File: src/hdl/cifr_pkg.sv
// ----------------------------------------------------------------------------
// cifr_pkg
// Shared types and constants for the camera image frame receiver.
// ----------------------------------------------------------------------------
package cifr_pkg;

  // Largest image length that the camera may announce, in bytes
  localparam logic [18:0] MAX_IMAGE_BYTES = 19'd262144;

  // Register reset values
  localparam logic [15:0] SILENCE_TIMEOUT_RST = 16'd15000;
  localparam logic [15:0] ACK_CHUNK_RST       = 16'd1024;

  // Camera link characters
  localparam logic [7:0] CH_START   = 8'h53;  // 'S'
  localparam logic [7:0] CH_END     = 8'h45;  // 'E'
  localparam logic [7:0] CH_ERROR   = 8'h58;  // 'X'
  localparam logic [7:0] CH_ACK     = 8'h41;  // 'A'
  localparam logic [7:0] CH_CAPTURE = 8'h43;  // 'C'

  // Configuration register indexes
  localparam logic REG_SILENCE_TIMEOUT = 1'b0;
  localparam logic REG_ACK_CHUNK       = 1'b1;

  typedef enum logic [1:0] {
    OP_BYTE    = 2'd0,
    OP_TICK    = 2'd1,
    OP_CAPTURE = 2'd2,
    OP_RELEASE = 2'd3
  } op_t;

  typedef enum logic [1:0] {
    MODE_IDLE  = 2'd0,
    MODE_WAIT  = 2'd1,
    MODE_READY = 2'd2
  } mode_t;

  typedef enum logic [1:0] {
    PH_START = 2'd0,
    PH_SIZE  = 2'd1,
    PH_DATA  = 2'd2,
    PH_END   = 2'd3
  } phase_t;

  typedef enum logic [2:0] {
    ST_NONE     = 3'd0,
    ST_DATA     = 3'd1,
    ST_COMPLETE = 3'd2,
    ST_CAM_ERR  = 3'd3,
    ST_TOO_BIG  = 3'd4,
    ST_TIMEOUT  = 3'd5
  } status_t;

  typedef struct packed {
    logic [15:0] silence_timeout_ms;
    logic [15:0] ack_chunk_bytes;
  } cfg_t;

  typedef struct packed {
    logic [2:0]  status;
    logic [17:0] write_offset;
    logic [7:0]  write_data;
    logic        tx_valid;
    logic [7:0]  tx_byte;
    logic [18:0] image_size;
    logic [18:0] bytes_received;
    logic [1:0]  camera_mode;
  } res_t;

endpackage

File: src/hdl/cifr_cfg.sv
// ----------------------------------------------------------------------------
// cifr_cfg
// APB register file: silence timeout and acknowledge chunk size.
// ----------------------------------------------------------------------------
module cifr_cfg
  import cifr_pkg::*;
(
  input  logic        clk,
  input  logic        rst,
  input  logic        psel,
  input  logic        penable,
  input  logic        pwrite,
  input  logic [2:0]  paddr,
  input  logic [31:0] pwdata,
  output logic [31:0] prdata,
  output logic        pready,
  output cfg_t        cfg
);

  logic wr_en;

  assign pready = 1'b1;
  assign wr_en  = psel & penable & pwrite;

  // Register writes
  always_ff @(posedge clk) begin
    if (rst) begin
      cfg.silence_timeout_ms <= SILENCE_TIMEOUT_RST;
      cfg.ack_chunk_bytes    <= ACK_CHUNK_RST;
    end else if (wr_en) begin
      if (paddr[2] == REG_SILENCE_TIMEOUT) begin
        cfg.silence_timeout_ms <= pwdata[15:0];
      end else begin
        cfg.ack_chunk_bytes <= pwdata[15:0];
      end
    end
  end

  // Read back
  always_comb begin
    if (paddr[2] == REG_SILENCE_TIMEOUT) begin
      prdata = {16'd0, cfg.silence_timeout_ms};
    end else begin
      prdata = {16'd0, cfg.ack_chunk_bytes};
    end
  end

endmodule

File: src/hdl/cifr_core.sv
// ----------------------------------------------------------------------------
// cifr_core
// Frame parser state and per-item next-state logic. Produces one result per
// item; state advances when the item is handed to the result register.
// ----------------------------------------------------------------------------
module cifr_core
  import cifr_pkg::*;
(
  input  logic       clk,
  input  logic       rst,
  input  logic       fire,
  input  op_t        op,
  input  logic [7:0] rx_byte,
  input  cfg_t       cfg,
  output res_t       res
);

  mode_t       mode, mode_next;
  phase_t      phase, phase_next;
  logic [1:0]  len_seen, len_seen_next;
  logic [18:0] len_accum, len_accum_next;   // low 19 bits of the length
  logic        len_over, len_over_next;     // set if length bits 23:19 are not all zero
  logic [18:0] expected_len, expected_len_next;
  logic [18:0] received_count, received_count_next;
  logic [15:0] chunk_count, chunk_count_next;
  logic [15:0] silence_ms, silence_ms_next;

  logic [16:0] silence_inc;
  logic [18:0] rc_inc;
  logic [15:0] cc_inc;
  logic        last_byte;

  // State registers
  always_ff @(posedge clk) begin
    if (rst) begin
      mode           <= MODE_IDLE;
      phase          <= PH_START;
      len_seen       <= 2'd0;
      len_accum      <= 19'd0;
      len_over       <= 1'b0;
      expected_len   <= 19'd0;
      received_count <= 19'd0;
      chunk_count    <= 16'd0;
      silence_ms     <= 16'd0;
    end else if (fire) begin
      mode           <= mode_next;
      phase          <= phase_next;
      len_seen       <= len_seen_next;
      len_accum      <= len_accum_next;
      len_over       <= len_over_next;
      expected_len   <= expected_len_next;
      received_count <= received_count_next;
      chunk_count    <= chunk_count_next;
      silence_ms     <= silence_ms_next;
    end
  end

  assign silence_inc = {1'b0, silence_ms} + 17'd1;
  assign rc_inc      = received_count + 19'd1;
  assign cc_inc      = chunk_count + 16'd1;
  assign last_byte   = (rc_inc >= expected_len);

  // Next state and result
  always_comb begin
    mode_next           = mode;
    phase_next          = phase;
    len_seen_next       = len_seen;
    len_accum_next      = len_accum;
    len_over_next       = len_over;
    expected_len_next   = expected_len;
    received_count_next = received_count;
    chunk_count_next    = chunk_count;
    silence_ms_next     = silence_ms;

    res.status       = ST_NONE;
    res.write_offset = 18'd0;
    res.write_data   = 8'd0;
    res.tx_valid     = 1'b0;
    res.tx_byte      = 8'd0;

    unique case (op)
      OP_CAPTURE: begin
        if (mode == MODE_IDLE) begin
          mode_next           = MODE_WAIT;
          phase_next          = PH_START;
          len_seen_next       = 2'd0;
          len_accum_next      = 19'd0;
          len_over_next       = 1'b0;
          chunk_count_next    = 16'd0;
          silence_ms_next     = 16'd0;
          expected_len_next   = 19'd0;
          received_count_next = 19'd0;
          res.tx_valid        = 1'b1;
          res.tx_byte         = CH_CAPTURE;
        end
      end

      OP_RELEASE: begin
        if (mode == MODE_READY) begin
          mode_next           = MODE_IDLE;
          phase_next          = PH_START;
          len_seen_next       = 2'd0;
          len_accum_next      = 19'd0;
          len_over_next       = 1'b0;
          chunk_count_next    = 16'd0;
          silence_ms_next     = 16'd0;
          expected_len_next   = 19'd0;
          received_count_next = 19'd0;
        end
      end

      OP_TICK: begin
        // silence counts only once a frame has begun
        if (mode == MODE_WAIT && phase != PH_START) begin
          if (silence_inc > {1'b0, cfg.silence_timeout_ms}) begin
            mode_next           = MODE_IDLE;
            phase_next          = PH_START;
            len_seen_next       = 2'd0;
            len_accum_next      = 19'd0;
            len_over_next       = 1'b0;
            chunk_count_next    = 16'd0;
            silence_ms_next     = 16'd0;
            received_count_next = 19'd0;
            res.status          = ST_TIMEOUT;
          end else begin
            silence_ms_next = silence_inc[15:0];
          end
        end
      end

      OP_BYTE: begin
        if (mode == MODE_WAIT) begin
          silence_ms_next = 16'd0;
          unique case (phase)
            PH_START: begin
              if (rx_byte == CH_START) begin
                phase_next     = PH_SIZE;
                len_seen_next  = 2'd0;
                len_accum_next = 19'd0;
                len_over_next  = 1'b0;
              end else if (rx_byte == CH_ERROR) begin
                mode_next        = MODE_IDLE;
                phase_next       = PH_START;
                len_seen_next    = 2'd0;
                len_accum_next   = 19'd0;
                len_over_next    = 1'b0;
                chunk_count_next = 16'd0;
                res.status       = ST_CAM_ERR;
              end
            end

            PH_SIZE: begin
              // little-endian length, one byte per item
              unique case (len_seen)
                2'd0: begin
                  len_accum_next[7:0] = rx_byte;
                  len_seen_next       = 2'd1;
                end
                2'd1: begin
                  len_accum_next[15:8] = rx_byte;
                  len_seen_next        = 2'd2;
                end
                2'd2: begin
                  len_accum_next[18:16] = rx_byte[2:0];
                  len_over_next         = len_over | (rx_byte[7:3] != 5'd0);
                  len_seen_next         = 2'd3;
                end
                default: begin
                  len_seen_next = 2'd0;
                  if (len_over || (rx_byte != 8'd0) || (len_accum > MAX_IMAGE_BYTES)) begin
                    mode_next        = MODE_IDLE;
                    phase_next       = PH_START;
                    len_accum_next   = 19'd0;
                    len_over_next    = 1'b0;
                    chunk_count_next = 16'd0;
                    res.status       = ST_TOO_BIG;
                  end else begin
                    expected_len_next   = len_accum;
                    received_count_next = 19'd0;
                    chunk_count_next    = 16'd0;
                    phase_next          = (len_accum == 19'd0) ? PH_END : PH_DATA;
                  end
                end
              endcase
            end

            PH_DATA: begin
              res.status          = ST_DATA;
              res.write_offset    = received_count[17:0];
              res.write_data      = rx_byte;
              received_count_next = rc_inc;
              chunk_count_next    = cc_inc;
              if (cc_inc == cfg.ack_chunk_bytes || last_byte) begin
                res.tx_valid     = 1'b1;
                res.tx_byte      = CH_ACK;
                chunk_count_next = 16'd0;
              end
              if (last_byte) begin
                phase_next = PH_END;
              end
            end

            PH_END: begin
              if (rx_byte == CH_END) begin
                phase_next = PH_START;
                mode_next  = MODE_READY;
                res.status = ST_COMPLETE;
              end
            end
          endcase
        end
      end
    endcase

    res.image_size     = expected_len_next;
    res.bytes_received = received_count_next;
    res.camera_mode    = mode_next;
  end

endmodule

File: src/hdl/cifr_out.sv
// ----------------------------------------------------------------------------
// cifr_out
// Result register on the master side of the stream.
// ----------------------------------------------------------------------------
module cifr_out
  import cifr_pkg::*;
(
  input  logic  clk,
  input  logic  rst,
  input  logic  fire,
  input  res_t  res,
  output logic  advance,
  output logic  m_tvalid,
  input  logic  m_tready,
  output res_t  res_q
);

  // register is free when empty or being drained this cycle
  assign advance = ~m_tvalid | m_tready;

  always_ff @(posedge clk) begin
    if (rst) begin
      m_tvalid <= 1'b0;
    end else if (fire) begin
      m_tvalid <= 1'b1;
    end else if (m_tready) begin
      m_tvalid <= 1'b0;
    end
  end

  always_ff @(posedge clk) begin
    if (fire) begin
      res_q <= res;
    end
  end

endmodule

File: src/hdl/camera_image_frame_receiver_unit.sv
// ----------------------------------------------------------------------------
// camera_image_frame_receiver_unit
// Datapath: an accepted item is loaded into the input register, then into the
//   result register once that register is free; the parser state updates
//   with the result register.
// Throughput: one item per cycle; s_tready drops only while the result
//   register is held by m_tready low and the input register is full.
// Reset: synchronous rst returns the parser to idle, clears both registers'
//   valid flags and loads the register defaults (15000 ms, 1024 bytes).
// ----------------------------------------------------------------------------
module camera_image_frame_receiver_unit
  import cifr_pkg::*;
(
  input  logic        clk,
  input  logic        rst,
  // input stream
  input  logic        s_tvalid,
  output logic        s_tready,
  input  logic [7:0]  s_tdata,   // [7:0] rx_byte
  input  logic [1:0]  s_tuser,   // [1:0] operation
  // result stream
  output logic        m_tvalid,
  input  logic        m_tready,
  // [17:0] write_offset, [25:18] write_data, [26] tx_valid, [34:27] tx_byte,
  // [53:35] image_size, [72:54] bytes_received, [74:73] camera_mode, rest 0
  output logic [79:0] m_tdata,
  output logic [2:0]  m_tuser,   // [2:0] status
  // configuration
  input  logic        psel,
  input  logic        penable,
  input  logic        pwrite,
  input  logic [2:0]  paddr,
  input  logic [31:0] pwdata,
  output logic [31:0] prdata,
  output logic        pready
);

  cfg_t       cfg;
  res_t       res, res_q;
  logic       in_valid;
  op_t        in_op;
  logic [7:0] in_byte;
  logic       advance;
  logic       fire;

  assign fire     = in_valid & advance;
  assign s_tready = ~in_valid | fire;

  // Input register
  always_ff @(posedge clk) begin
    if (rst) begin
      in_valid <= 1'b0;
    end else if (s_tvalid && s_tready) begin
      in_valid <= 1'b1;
    end else if (fire) begin
      in_valid <= 1'b0;
    end
  end

  always_ff @(posedge clk) begin
    if (s_tvalid && s_tready) begin
      in_op   <= op_t'(s_tuser);
      in_byte <= s_tdata;
    end
  end

  cifr_cfg u_cfg (
    .clk     (clk),
    .rst     (rst),
    .psel    (psel),
    .penable (penable),
    .pwrite  (pwrite),
    .paddr   (paddr),
    .pwdata  (pwdata),
    .prdata  (prdata),
    .pready  (pready),
    .cfg     (cfg)
  );

  cifr_core u_core (
    .clk     (clk),
    .rst     (rst),
    .fire    (fire),
    .op      (in_op),
    .rx_byte (in_byte),
    .cfg     (cfg),
    .res     (res)
  );

  cifr_out u_out (
    .clk      (clk),
    .rst      (rst),
    .fire     (fire),
    .res      (res),
    .advance  (advance),
    .m_tvalid (m_tvalid),
    .m_tready (m_tready),
    .res_q    (res_q)
  );

  // Pack the result item
  assign m_tuser = res_q.status;
  assign m_tdata = {5'd0,
                    res_q.camera_mode,
                    res_q.bytes_received,
                    res_q.image_size,
                    res_q.tx_byte,
                    res_q.tx_valid,
                    res_q.write_data,
                    res_q.write_offset};

endmodule

File: config.mk
export PLATFORM = sky130hd
export DESIGN_NAME = camera_image_frame_receiver_unit
export DESIGN_NICKNAME = d
export VERILOG_FILES = /design/src/hdl/cifr_pkg.sv /design/src/hdl/cifr_cfg.sv /design/src/hdl/cifr_core.sv /design/src/hdl/cifr_out.sv /design/src/hdl/camera_image_frame_receiver_unit.sv
export SDC_FILE = /design/constraint.sdc
export NUM_CORES = 1
export LEC_CHECK = 0
export BUFFER_PORTS_ARGS = -buffer_cell sky130_fd_sc_hd__buf_4
export CORE_UTILIZATION = 50
export CTS_BUF_LIST = sky130_fd_sc_hd__clkbuf_16
export CTS_CLUSTER_DIAMETER = 50
export DETAILED_ROUTE_END_ITERATION = 10
export GPL_ROUTABILITY_DRIVEN = 0
export MAX_ROUTING_LAYER = met4
export PLACE_DENSITY = 0.69
export SLEW_MARGIN = 20
export SYNTH_ARGS = -nofsm -noshare
export SYNTH_HDL_FRONTEND = slang
export SYNTH_SLANG_ARGS = --single-unit
File: constraint.sdc
create_clock -name clk -period 6.51 [get_ports clk]
set_clock_uncertainty 0.05 [all_clocks]
set_input_delay 0.651 -clock clk [delete_from_list [all_inputs] [get_ports clk]]
set_output_delay 0.651 -clock clk [all_outputs]
set_load 0.05 [all_outputs]
== Word level (Yosys, flattened, before mapping) ==
Cells that the tools add are included.

* Input bits: 52
* Output and inout port bits: 118
* Word-level logic and storage cells: 207
* Register bits after elaboration: 218

* Order comparisons: 3
* Equality and inequality tests: 33
* Add/subtract/negate cells: 3
* Multiplexer cells: 105
* Reductions and logical operators: 29
* Bitwise operators: 9

{| class="wikitable"
|+ Operators by type and width
! operator !! number
|-
| 2-to-1 mux 19 bit || 21
|-
| 2-to-1 mux 16 bit || 13
|-
| one-hot mux 19 bit (4 select lines) || 2
|-
| one-hot mux 16 bit (4 select lines) || 2
|-
| one-hot mux 19 bit (2 select lines) || 2
|-
| one-hot mux 19 bit (3 select lines) || 1
|-
| 2-to-1 mux 2 bit || 25
|-
| AND reduction 10 bit || 5
|-
| one-hot mux 16 bit (3 select lines) || 1
|-
| 2-to-1 mux 38 bit || 1
|-
| 2-to-1 mux 35 bit || 1
|-
| one-hot mux 2 bit (4 select lines) || 4
|-
| one-hot mux 8 bit (2 select lines) || 2
|-
| equality test 8 x 7 -> 1 bit, second input constant || 3
|-
| adder 19 x 1 -> 19 bit, second input constant || 1
|-
| >= comparator 19 bit || 1
|-
| > comparator 19 bit, second input constant || 1
|-
| logical NOT 19 bit || 1
|-
| 2-to-1 mux 9 bit || 2
|-
| != test 3 bit, second input constant || 6
|-
| one-hot mux 9 bit (2 select lines) || 1
|-
| adder 16 x 1 -> 17 bit, second input constant || 1
|-
| > comparator 17 x 16 -> 1 bit || 1
|-
| adder 16 x 1 -> 16 bit, second input constant || 1
|-
| other kinds (31) || 83
|}

== Logic depth before layout (Yosys ltp) ==
Gate-level depths: netlist (run 1).

* Depth after elaboration: 8
* Depth in mapped cells: 19
* Depth with buffers taken out: 15

== Cells and area by module ==
A second synthesis (run 1) with hierarchy kept.

* Cells, all modules: 1261
* Area total of the unflattened synthesis: 12114.1 µm²

{| class="wikitable"
|+ By module, submodules not included
! module !! area an instance (µm²) !! cells an instance !! sequential area each (µm²) !! times used
|-
| cifr_core || 7627.3 || 988 || 1921.8 || 1
|-
| cifr_out || 2388.5 || 82 || 2362.3 || 1
|-
| cifr_cfg || 1694.1 || 169 || 640.6 || 1
|-
| camera_image_frame_receiver_unit || 404.1 || 22 || 320.3 || 1
|}

== Least setup slack after synthesis (run 1) ==
Ideal clock, no wire load.

* Kind: reg2reg
* Start: reg u_core.silence_ms[0]
* End: reg u_core.chunk_count[9]
* Library setup time: 0.087 ns
* Slack: 2.623 ns
* Arrival time: 3.750 ns
* Required time: 6.373 ns
* Cell stages (with the launch flop): 19
* Path through: dfxtp_1 ha_1 and3_1 buf_6 and3_1 clkbuf_1 nand3_1 nor2_1 xor2_1 ha_1 and3_1 a221oi_1 o211ai_1 a21bo_4 a31o_2 a21oi_1 buf_2 a32oi_1 o31ai_1

* Word-level cells in the longest chain between the ends: 4

{| class="wikitable"
|+ Ends and longest elaborated chain
! what !! RTL line !! text
|-
| start: declaration || cifr_core.sv:26 || <nowiki>logic [15:0] silence_ms, silence_ms_next;</nowiki>
|-
| start signal: assignment || cifr_core.sv:54 || <nowiki>silence_ms <= silence_ms_next;</nowiki>
|-
| adder 16 x 1 -> 17 bit || cifr_core.sv:58 || <nowiki>assign silence_inc = {1'b0, silence_ms} + 17'd1;</nowiki>
|-
| > comparator 17 x 16 -> 1 bit || cifr_core.sv:115 || <nowiki>if (silence_inc > {1'b0, cfg.silence_timeout_ms}) begin</nowiki>
|-
| != test 2 x 1 -> 1 bit (no line) || n/a ||
|-
| AND reduction 10 bit (no line) || n/a ||
|-
| end signal: assignment || cifr_core.sv:53 || <nowiki>chunk_count <= chunk_count_next;</nowiki>
|-
| end: declaration || cifr_core.sv:25 || <nowiki>logic [15:0] chunk_count, chunk_count_next;</nowiki>
|}

Every way passes these cells.
A chain may end at the register's enable or synchronous reset.

== Final worst setup path (run 1) ==
* Start: reg u_core.received_count[0]
* End: reg u_core.chunk_count[8]

* Word-level cells in the longest chain between the ends: 7

{| class="wikitable"
|+ Ends and longest elaborated chain
! what !! RTL line !! text
|-
| start: declaration || cifr_core.sv:24 || <nowiki>logic [18:0] received_count, received_count_next;</nowiki>
|-
| start signal: assignment || cifr_core.sv:52 || <nowiki>received_count <= received_count_next;</nowiki>
|-
| adder 19 x 1 -> 19 bit || cifr_core.sv:59 || <nowiki>assign rc_inc = received_count + 19'd1;</nowiki>
|-
| >= comparator 19 bit || cifr_core.sv:61 || <nowiki>assign last_byte = (rc_inc >= expected_len);</nowiki>
|-
| logical OR 1 bit || cifr_core.sv:193 || <nowiki>if (cc_inc == cfg.ack_chunk_bytes || last_byte) begin</nowiki>
|-
| 2-to-1 mux 16 bit || cifr_core.sv:193 ||
|-
| one-hot mux 16 bit (3 select lines) || cifr_core.sv:134 || <nowiki>unique case (phase)</nowiki>
|-
| 2-to-1 mux 16 bit || cifr_core.sv:132 || <nowiki>if (mode == MODE_WAIT) begin</nowiki>
|-
| one-hot mux 16 bit (4 select lines) || cifr_core.sv:81 || <nowiki>unique case (op)</nowiki>
|}

Every way passes these cells. The select of a mux whose other input is x is not followed.

==> run metrics, run 1 <==
minimum clock period 4.727 ns; crit path capture type register; total CTS buffers 27; RR Startpoint u_core.received_count[0]; Final Instance Count excl. Fillers 1,663; initial antenna violation count 0; WP data required 6.89 ns; Hold Path End in_byte[1]; Avg Inst Size Synth 8.960 um2; crit path DAT 5.11 ns; Post-synth EDFFs 81; DR vias 9,590; flop2flop setup slack 1.78 ns; #FFs+latches synth 211; Final #Nets 1,456; R2R depth 14; Post-DRT Antenna Nets 0; Synth warnings 0; detailed-route DRC error count 0; min-delay worst type input port to register; status completed; placement row count 55; dpl hpwl 20,170 um; first-pass GRT wire length 46,110 um; Setup Fix Bufs, Post-CTS 0; RSZ-0062 raised after global routing no; Peak VDD IR 0.0002407 V; CTS max path bufs 3; Tightest Pin Transition 1.052 ns; Via-to-Cell Ratio 5.767; core footprint 22,570 um2; commonest cells after routing, fill and taps aside nand2_1 (155), dfxtp_1 (130), buf_4 (129); setup violators final 0; achievable frequency 211.5 MHz; Fill cells 2,038; Area Growth Syn to Fin 14.98%; clock root cell clkbuf_16; critical-path maximum fanout 11; port bufs 124; final hold vios 0; initial DRC count 777; post-cts sizing count 0; hold_sp s_tdata[1]; WHS Path Cells 1; Hold Buf Count CTS 0; pwr dens 240.9 nW/um2; Final period util 0.7261; die area 23,600 um2; IO Count 170; TNS Setup 0 ns; DR pass1 iterations 5; drt wl/cell 17.40 um; share of cells above drive strength 1 0.1495; Initial Util 0.5093; worst hold slack 0.2520 ns; Distinct cells, synth 81; Post-Synthesis Cells 1,283; commonest register cell after synthesis dfxtp_1; critical path launch point type register; vias in the first global route 8,788; clock-pin transition on the worst setup and hold timing paths 0.06 ns; placed cells 1,614; leakage power 5.091 nW; largest net degree at the start of global routing 84; clk_lat worst skew 0.53 ns; cell area after synthesis 11,500 um2; total grt overflow 0; Setup WS pre-CTS 1.902 ns; CTS sink count 211; sequential area share after synthesis 0.4380; htree depth 1; final worst setup slack 1.783 ns; diodes inserted 0; max-cap violation count 0; Total GRT Usage 0.2507; Final Power 3.185 mW; r2r endpoint u_core.chunk_count[8]; total length of routed wires 28,940 um; Die Ht 153.6 um; clock tree from TritonCTS yes; relative slew slack 0.2962; commonest non-fill, non-tap cell in the layout nand2_1; max-slew violation count 0; share of synthesized registers carrying an async set or reset 0; chip width 153.6 um; kind of critical path register to register
==> logic make-up (layout without fill, tap and decap cells) <==
family                     count (synthesis)  in the layout  synth area share
DFF                                      211            211            0.4380
other                                      2             27         0.0006533
muxes                                      6              6          0.005442
and+or+nand+nor                          441            441            0.1917
adders and majority gates                 46             46           0.05007
xor gates and xnor gates                  48             48           0.03657
AOI/OAI and AO/OA                        344            344            0.2011
buffers and inverters                    185            255           0.07651
==> cell type report <==
cell class / instances / area, um2 / area share
Multi-Input combinational cell: 912 / 5683 / 0.4299
Sequential cell: 211 / 5035 / 0.3809
Timing Repair Buffer: 129 / 968.4 / 0.07327
Clock buffer: 27 / 675.6 / 0.05112
Tap cell: 285 / 356.6 / 0.02698
Inverter: 77 / 290.3 / 0.02196
Clock inverter: 22 / 209.0 / 0.01581
==> cells in the mapped netlist (4+ instances only) <==
cell         n  share of area
a22oi_1     12         0.0078
buf_2       15         0.0065
clkbuf_1    46          0.015
o31a_1       4         0.0030
ha_1        46          0.050
a22o_1      30          0.023
nor2_1      73          0.024
nor3_1      13         0.0057
and3_1      20          0.011
o211ai_1    11         0.0072
edfxtp_1    81           0.21
and4_1       7         0.0053
o21a_1       5         0.0033
o31ai_1     11         0.0072
xnor2_1     29          0.022
a31oi_1     13         0.0071
nand3_1     55          0.024
nor4_1       4         0.0022
buf_1        7         0.0023
nand4_1     25          0.014
a211oi_1     5         0.0033
a221oi_1     4         0.0030
a21o_1      15         0.0098
a32oi_1      8         0.0061
inv_1       76          0.025
a21oi_1     96          0.042
nor2b_1     21          0.011
and2_1      25          0.014
nand2b_1    11         0.0060
dfxtp_1    130           0.23
a311oi_1     5         0.0038
mux2i_1      4         0.0035
or3_1       10         0.0054
o21ai_1      4         0.0017
o21ai_0     80          0.035
o2bb2ai_1    7         0.0053
buf_4       34          0.022
xor2_1      19          0.014
nand2_1    155          0.051
buf_6        5         0.0049
==> how the worst max path moves through the flow <==
stage | from | to | slack (ns) | depth (start not counted)
finish | u_core.received_count[0] | u_core.chunk_count[8] | 1.78 | 14
floorplan | u_core.silence_ms[0] | u_core.chunk_count[9] | 2.62 | 18
detailed placement | u_core.received_count[0] | u_core.chunk_count[8] | 1.90 | 14
CTS | u_core.received_count[0] | u_core.chunk_count[8] | 1.88 | 14
global route | u_core.received_count[0] | u_core.chunk_count[9] | 1.41 | 14
global placement | u_core.received_count[0] | u_core.chunk_count[7] | 2.00 | 14
==> critical path, cell delays in order (launching register included) <==
cell,delay (ns)
dfxtp_1,0.51
ha_1,0.32
nand3_1,0.18
nor3_1,0.73
and3_1,0.29
nand3_1,0.10
xnor2_1,0.30
ha_1,0.30
and4_1,0.22
a21oi_1,0.14
o211ai_1,0.10
a21oi_1,0.47
o21a_1,0.29
nand2_1,0.30
o31ai_1,0.32
==> power by group <==
group	leakage (nW)	switching [mW]	total [mW]	internal (mW)
sequential	1.79	0.0182	1.42	1.40
clock	0.446	0.590	1.47	0.884
combinational	2.86	0.223	0.292	0.0691
==> flip-flops by register name (all words and copies together) (netlist names) <==
name	flops
in_valid	1
u_core.silence_ms	16
u_cfg.cfg	32
u_out.m_tvalid	1
u_core.len_accum	19
in_byte	8
u_core.chunk_count	16
u_out.res_q	71
u_core.len_seen	2
u_core.mode	2
in_op	2
u_core.len_over	1
u_core.received_count	19
u_core.expected_len	19
u_core.phase	2
==> per-layer routing <==
| layer | vias up | global-route usage | routed length, um |
|---|---|---|---|
| li1 | 4703 | - | - |
| met3 | 67 | 0.03100 | 1726 |
| met2 | 352 | 0.3920 | 13600 |
| met4 | 0 | 0.09810 | 941 |
| met5 | - | - | 0 |
| met1 | 4468 | 0.3315 | 12670 |
==> stage by stage <==
| step | cell area [um2] | util |
|---|---|---|
| floorplan | 11590 | - |
| global placement | 12330 | 0.5461 |
| detailed placement | 12330 | 0.5461 |
| CTS | 13210 | 0.5853 |
| global route | 13220 | 0.5856 |
| finish | 13220 | 0.5856 |
Note: power is estimated with default switching activity, not from simulation.
==> run 2, diff against run 1 <==
--- a/config.mk
+++ b/config.mk
@@ -12,7 +12,7 @@
 export DETAILED_ROUTE_END_ITERATION = 10
 export GPL_ROUTABILITY_DRIVEN = 0
 export MAX_ROUTING_LAYER = met4
-export PLACE_DENSITY = 0.69
+export PLACE_DENSITY = 0.72
 export SLEW_MARGIN = 20
 export SYNTH_ARGS = -nofsm -noshare
 export SYNTH_HDL_FRONTEND = slang
==> constraint.sdc (replaced) <==
create_clock -name clk -period 3.8 [get_ports clk]
set_clock_uncertainty 0.05 [all_clocks]
set_input_delay 0.38 -clock clk [delete_from_list [all_inputs] [get_ports clk]]
set_output_delay 0.38 -clock clk [all_outputs]
set_load 0.05 [all_outputs]
==> run 2 against run 1 <==
Compared with the run above: worst setup slack got worse by 1.6 ns; wire length up 3.9%; cell area is 4.3% higher; worst hold slack worse by 0.24 ns; non-clock buffer count is 55 higher; largest power group unchanged.
==> run metrics, run 2 (synthesis results as in run 1) <==
minimum clock period 3.657 ns (was 4.727 ns); Fill cells 1,993 (was 2,038); commonest cells after routing, fill and taps aside buf_4 (170), nand2_1 (155), dfxtp_1 (124) (was nand2_1 (155), dfxtp_1 (130), buf_4 (129)); placement row count 55 (unchanged); WHS Path Cells 3 (was 1); DR pass1 iterations 5 (unchanged); final worst setup slack 0.1426 ns (was 1.783 ns); TNS Setup 0 ns (unchanged); Top delay family on crit path simple AND/OR/NAND/NOR gates (unchanged); Total GRT Usage 0.2589 (was 0.2507); Post-DRT Antenna Nets 0 (unchanged); r2r endpoint u_out.res_q[13] (was u_core.chunk_count[8]); relative slew slack 0.3612 (was 0.2962); CP max-delay cell or3_4 (was nor3_1); total length of routed wires 30,080 um (was 28,940 um); placed standard-cell area 12,650 um2 (was 12,330 um2); Setup WS pre-CTS 0.02152 ns (was 1.902 ns); R2R depth 15 (was 14); CP bufs+invs 1 (was 0); DR vias 9,864 (was 9,590); flip-flop count of the largest register after layout 71 (unchanged); most frequent CP cell and3_4; port bufs 124 (unchanged); total grt overflow 0 (unchanged); Via-to-Cell Ratio 5.735 (was 5.767); IO Count 170 (unchanged); final hold vios 0 (unchanged); detailed-route DRC error count 0 (unchanged); Final #Nets 1,512 (was 1,456); share of cells above drive strength 1 0.1937 (was 0.1495); kind of critical path register to register (unchanged); area of the multi-input gates 5804 um2 (was 5683 um2); clock tree from TritonCTS yes (unchanged); initial DRC count 659 (was 777); Final Cell Area 13,790 um2 (was 13,220 um2); dpl hpwl 21,210 um (was 20,170 um); Peak VDD IR 0.0003117 V (was 0.0002407 V); clock root cell clkbuf_16 (unchanged); critical path launch point type register (unchanged); hold_sp s_tvalid (was s_tdata[1]); crit path capture type register (unchanged); pwr dens 391.7 nW/um2 (was 240.9 nW/um2); leakage power 5.399 nW (was 5.091 nW); RR Startpoint u_core.silence_ms[4] (was u_core.received_count[0]); Reg with most FFs u_out.res_q (unchanged); Final Power 5.402 mW (was 3.185 mW); Area Growth Syn to Fin 19.97% (was 14.98%); setup violators final 0 (unchanged); CTS sink count 211 (unchanged); status completed (unchanged); min-delay worst type input port to register (unchanged); critical-path maximum fanout 7 (was 11); drt wl/cell 17.49 um (was 17.40 um); largest net degree at the start of global routing 83 (was 84); CTS max path bufs 3 (unchanged); clock-pin transition on the worst setup and hold timing paths 0.06 ns (about the same); die area 23,600 um2 (unchanged); Final period util 0.9625 (was 0.7261); CP peak stage delay 0.44 ns (was 0.73 ns); max-cap violation count 0 (unchanged); commonest non-fill, non-tap cell in the layout buf_4 (was nand2_1); crit path DAT 3.88 ns (was 5.11 ns); clk_lat worst skew 0.54 ns (was 0.53 ns); achievable frequency 273.4 MHz (was 211.5 MHz); initial antenna violation count 0 (unchanged); core footprint 22,570 um2 (unchanged); flop2flop setup slack 0.14 ns (was 1.78 ns); Tightest Pin Transition 0.9582 ns (was 1.052 ns); Die Ht 153.6 um (unchanged); WP data required 4.03 ns (was 6.89 ns); max-slew violation count 0 (unchanged); Initial Util 0.5093 (unchanged); biggest registers after layout u_out.res_q (71), u_cfg.cfg (32) (unchanged); htree depth 1 (unchanged); Hold Path End in_valid (was in_byte[1]); chip width 153.6 um (unchanged); crit-path cells and3_4 -> and3_4 -> nand3_2 -> nor2_2 -> nand3_1 -> xnor2_2 -> ha_1 -> and3_4 -> nand2_1 -> o21a_1 -> a31oi_4 -> a31oi_4 -> or3_4 -> buf_4 -> a22o_1 (was ha_1 -> nand3_1 -> nor3_1 -> and3_1 -> nand3_1 -> xnor2_1 -> ha_1 -> and4_1 -> a21oi_1 -> o211ai_1 -> a21oi_1 -> o21a_1 -> nand2_1 -> o31ai_1); vias in the first global route 9,297 (was 8,788); first-pass GRT wire length 47,920 um (was 46,110 um); diodes inserted 0 (unchanged); RSZ-0062 raised after global routing no (unchanged); total CTS buffers 27 (unchanged); sequential cell area 5042 um2 (was 5035 um2)
-- run 2: cell type report --
| cell class | instances | share of cell area |
|---|---|---|
| clock inverters | 23 | 0.01334 |
| multi-input cells | 913 | 0.4208 |
| flip-flops and latches | 211 | 0.3656 |
| well taps | 285 | 0.02585 |
| repair buffers | 184 | 0.1043 |
| inverters | 77 | 0.02105 |
| clock buffers | 27 | 0.04899 |
-- run 2: how the worst max path moves through the flow --
stage	start	slack, ns	to	cells past startpoint
after floorplan	u_core.silence_ms[0]	0.05	u_core.len_accum[5]	18
after global placement	u_core.silence_ms[3]	0.15	u_out.res_q[14]	15
after detailed placement	u_core.silence_ms[3]	0.02	u_out.res_q[12]	15
after CTS	u_core.silence_ms[3]	0.02	u_core.len_accum[9]	15
after global routing	u_core.silence_ms[4]	0.01	u_core.len_accum[17]	16
final	u_core.silence_ms[4]	0.14	u_out.res_q[13]	15
-- run 2: where the power goes --
group / internal, mW / switching, mW / total, mW
clock: 1.44 / 1.00 / 2.44
combinational: 0.138 / 0.390 / 0.528
sequential: 2.40 / 0.0323 / 2.43
-- run 2: timing repair --
action,4_1_cts,5_1_grt
cloned,0,1
setup buffers,0,6
hold buffers,10,0
pin swaps,0,13
gates resized for setup,1,32
setup endpoints to repair,1,83
hold endpoints to repair,10,0
-- run 2: layer usage --
layer / global-route usage / share of wire / vias up
li1: - / - / 4808
met1: 0.3374 / 0.44 / 4647
met2: 0.4115 / 0.47 / 343
met3: 0.02903 / 0.058 / 66
met4: 0.1043 / 0.033 / 0
met5: - / 0 / -
-- run 2: metrics by stage --
stage                     hold slack, ns  cells  utilization
after floorplan                   0.3863   1308            -
after global placement            0.3925   1653       0.5606
after detailed placement          0.3975   1653       0.5606
after CTS                       0.001106   1713       0.6033
after global routing             0.01053   1720       0.6110
final                           0.007009   1720       0.6110
-- run 2: worst reg2reg max path: stages, from the launching register on --
cell and delay [ns]:
dfxtp_2 0.34, and3_4 0.19, and3_4 0.20, nand3_2 0.12, nor2_2 0.14, nand3_1 0.14
xnor2_2 0.18, ha_1 0.29, and3_4 0.21, nand2_1 0.09, o21a_1 0.22, a31oi_4 0.23
a31oi_4 0.17, or3_4 0.44, buf_4 0.17, a22o_1 0.23
==> run 3, diff against run 2 <==
--- a/config.mk
+++ b/config.mk
@@ -6,13 +6,15 @@
 export NUM_CORES = 1
 export LEC_CHECK = 0
 export BUFFER_PORTS_ARGS = -buffer_cell sky130_fd_sc_hd__buf_4
+export CAP_MARGIN = 15
 export CORE_UTILIZATION = 50
 export CTS_BUF_LIST = sky130_fd_sc_hd__clkbuf_16
 export CTS_CLUSTER_DIAMETER = 50
+export CTS_CLUSTER_SIZE = 25
 export DETAILED_ROUTE_END_ITERATION = 10
 export GPL_ROUTABILITY_DRIVEN = 0
 export MAX_ROUTING_LAYER = met4
-export PLACE_DENSITY = 0.72
+export PLACE_DENSITY = 0.69
 export SLEW_MARGIN = 20
 export SYNTH_ARGS = -nofsm -noshare
 export SYNTH_HDL_FRONTEND = slang
==> constraint.sdc (replaced) <==
create_clock -name clk -period 4.7 [get_ports clk]
set_clock_uncertainty 0.05 [all_clocks]
set_input_delay 0.47 -clock clk [delete_from_list [all_inputs] [get_ports clk]]
set_output_delay 0.47 -clock clk [all_outputs]
set_load 0.05 [all_outputs]
==> run 3 against run 2 <==
Compared with the run above: clock power decreased by 20%; sequential share of layout area increased by 1.4 points; final cell count decreased by 2.7%; cell area decreased by 3.8%; total power decreased by 20%; critical path type unchanged; critical endpoint is now u_core.chunk_count[8].
==> run metrics, run 3 (synthesis results as in run 1) <==
max-slew violation count 0 (unchanged); placement row count 55 (unchanged); Tightest Pin Transition 1.028 ns (was 0.9582 ns); dpl hpwl 20,370 um (was 21,210 um); CTS max path bufs 3 (unchanged); kind of critical path register to register (unchanged); htree depth 1 (unchanged); DR pass1 iterations 5 (unchanged); largest net degree at the start of global routing 82 (was 83); final hold vios 0 (unchanged); CTS sink count 211 (unchanged); initial DRC count 715 (was 659); biggest registers after layout u_out.res_q (71), u_cfg.cfg (32) (unchanged); Peak VDD IR 0.0003059 V (was 0.0003117 V); vias in the first global route 8,780 (was 9,297); die area 23,600 um2 (unchanged); area of the multi-input gates 5683 um2 (was 5804 um2); chip width 153.6 um (unchanged); first-pass GRT wire length 46,040 um (was 47,920 um); max-cap violation count 0 (unchanged); sequential cell area 5035 um2 (was 5042 um2); Fill cells 2,033 (was 1,993); critical path launch point type register (unchanged); Initial Util 0.5093 (unchanged); Via-to-Cell Ratio 5.667 (was 5.735); Top delay family on crit path simple AND/OR/NAND/NOR gates (unchanged); Final #Nets 1,467 (was 1,512); port bufs 124 (unchanged); detailed-route DRC error count 0 (unchanged); clock root cell clkbuf_16 (unchanged); total CTS buffers 27 (unchanged); critical-path maximum fanout 11 (was 7); WP data required 5.09 ns (was 4.03 ns); TNS Setup 0 ns (unchanged); Area Growth Syn to Fin 15.42% (was 19.97%); crit path capture type register (unchanged); commonest cells after routing, fill and taps aside nand2_1 (155), buf_4 (140), dfxtp_1 (130) (was buf_4 (170), nand2_1 (155), dfxtp_1 (124)); Final period util 0.8953 (was 0.9625); Hold Buf Count CTS 0 (was 10); total length of routed wires 28,400 um (was 30,080 um); clock-pin transition on the worst setup and hold timing paths 0.06 ns (about the same); drt wl/cell 16.97 um (was 17.49 um); setup violators final 0 (unchanged); Final Power 4.312 mW (was 5.402 mW); crit-path cells ha_1 -> nand3_1 -> nor3_1 -> buf_4 -> and3_1 -> nand3_1 -> xnor2_1 -> ha_1 -> and4_1 -> a21oi_1 -> o211ai_1 -> a21oi_1 -> o21a_1 -> nand2_1 -> o31ai_1 (was and3_4 -> and3_4 -> nand3_2 -> nor2_2 -> nand3_1 -> xnor2_2 -> ha_1 -> and3_4 -> nand2_1 -> o21a_1 -> a31oi_4 -> a31oi_4 -> or3_4 -> buf_4 -> a22o_1); Total GRT Usage 0.2487 (was 0.2589); diodes inserted 0 (unchanged); crit path DAT 4.59 ns (was 3.88 ns); IO Count 170 (unchanged); CP max-delay cell dfxtp_1 (was or3_4); relative slew slack 0.3150 (was 0.3612); core footprint 22,570 um2 (unchanged); status completed (unchanged); share of cells above drive strength 1 0.1562 (was 0.1937); CP peak stage delay 0.54 ns (was 0.44 ns); flip-flop count of the largest register after layout 71 (unchanged); Post-DRT Antenna Nets 0 (unchanged); CP bufs+invs 1 (unchanged); Die Ht 153.6 um (unchanged); Reg with most FFs u_out.res_q (unchanged); min-delay worst type input port to register (unchanged); achievable frequency 237.6 MHz (was 273.4 MHz); total grt overflow 0 (unchanged); DR vias 9,486 (was 9,864); commonest non-fill, non-tap cell in the layout nand2_1 (was buf_4); clk_lat worst skew 0.53 ns (was 0.54 ns); pwr dens 325.0 nW/um2 (was 391.7 nW/um2); RSZ-0062 raised after global routing no (unchanged); minimum clock period 4.208 ns (was 3.657 ns); initial antenna violation count 0 (unchanged); leakage power 5.135 nW (was 5.399 nW); clock tree from TritonCTS yes (unchanged)
==> run 3: cell count changes in the layout (fill, tap and decap cells not counted), moves of 3 or more <==
cell and delta:
inv_8 +3, buf_4 -30, clkinv_2 -4, dfxtp_2 -6, clkinv_8 +3, and3_4 -4
and3_1 +5, dfxtp_1 +6, dlygate4sd3_1 -10
==> run 3: repair_timing <==
item	4_1_cts	5_1_grt
endpoints found under the setup margin	0	7
resized for setup	0	1
endpoints found under the hold margin	0	0
buffers inserted	0	0
==> run 3: metal layers <==
layer / routed length (um) / vias up / global-route usage / part of all wire
met5: 0 / - / - / 0
met4: 870 / 0 / 0.08762 / 0.031
met3: 1676 / 60 / 0.02988 / 0.059
met2: 13420 / 281 / 0.3991 / 0.47
met1: 12440 / 4421 / 0.3245 / 0.44
li1: - / 4724 / - / -
==> run 3: power by group <==
group          internal, mW  switching [mW]
combinational        0.0982           0.308
clock                  1.08           0.857
sequential             1.94          0.0254
==> run 3: layout make-up <==
cell class | count | area share
clock inverters | 22 | 0.01339
repair buffers | 140 | 0.07921
multi-input cells | 912 | 0.4283
clock buffers | 27 | 0.05092
well taps | 285 | 0.02687
flip-flops and latches | 211 | 0.3794
inverters | 77 | 0.02188
==> run 3: final timing paths <==
| kind | startpoint | end | slack, ns | depth (start not counted) |
|---|---|---|---|---|
| worst min-delay path | s_tdata[1] | in_byte[1] | 0.07 | 1 |
| worst max register to register | u_core.received_count[0] | u_core.chunk_count[8] | 0.49 | 15 |
| worst min register to register | u_cfg.cfg[30] | u_cfg.cfg[30] | 0.40 | 2 |
| worst max-delay path | u_core.received_count[0] | u_core.chunk_count[8] | 0.49 | 15 |
==> run 3: metrics by stage <==
step / area, um2 / util / hold slack [ns] / cells / setup WS [ns]
floorplan: 11590 / - / 0.3863 / 1308 / 0.8125
global placement: 12410 / 0.5497 / 0.3924 / 1625 / 0.4880
detailed placement: 12410 / 0.5497 / 0.3974 / 1625 / 0.3619
CTS: 13260 / 0.5875 / 0.05460 / 1674 / 0.3443
global route: 13270 / 0.5879 / 0.06007 / 1674 / 0.03673
finish: 13270 / 0.5879 / 0.06759 / 1674 / 0.4921
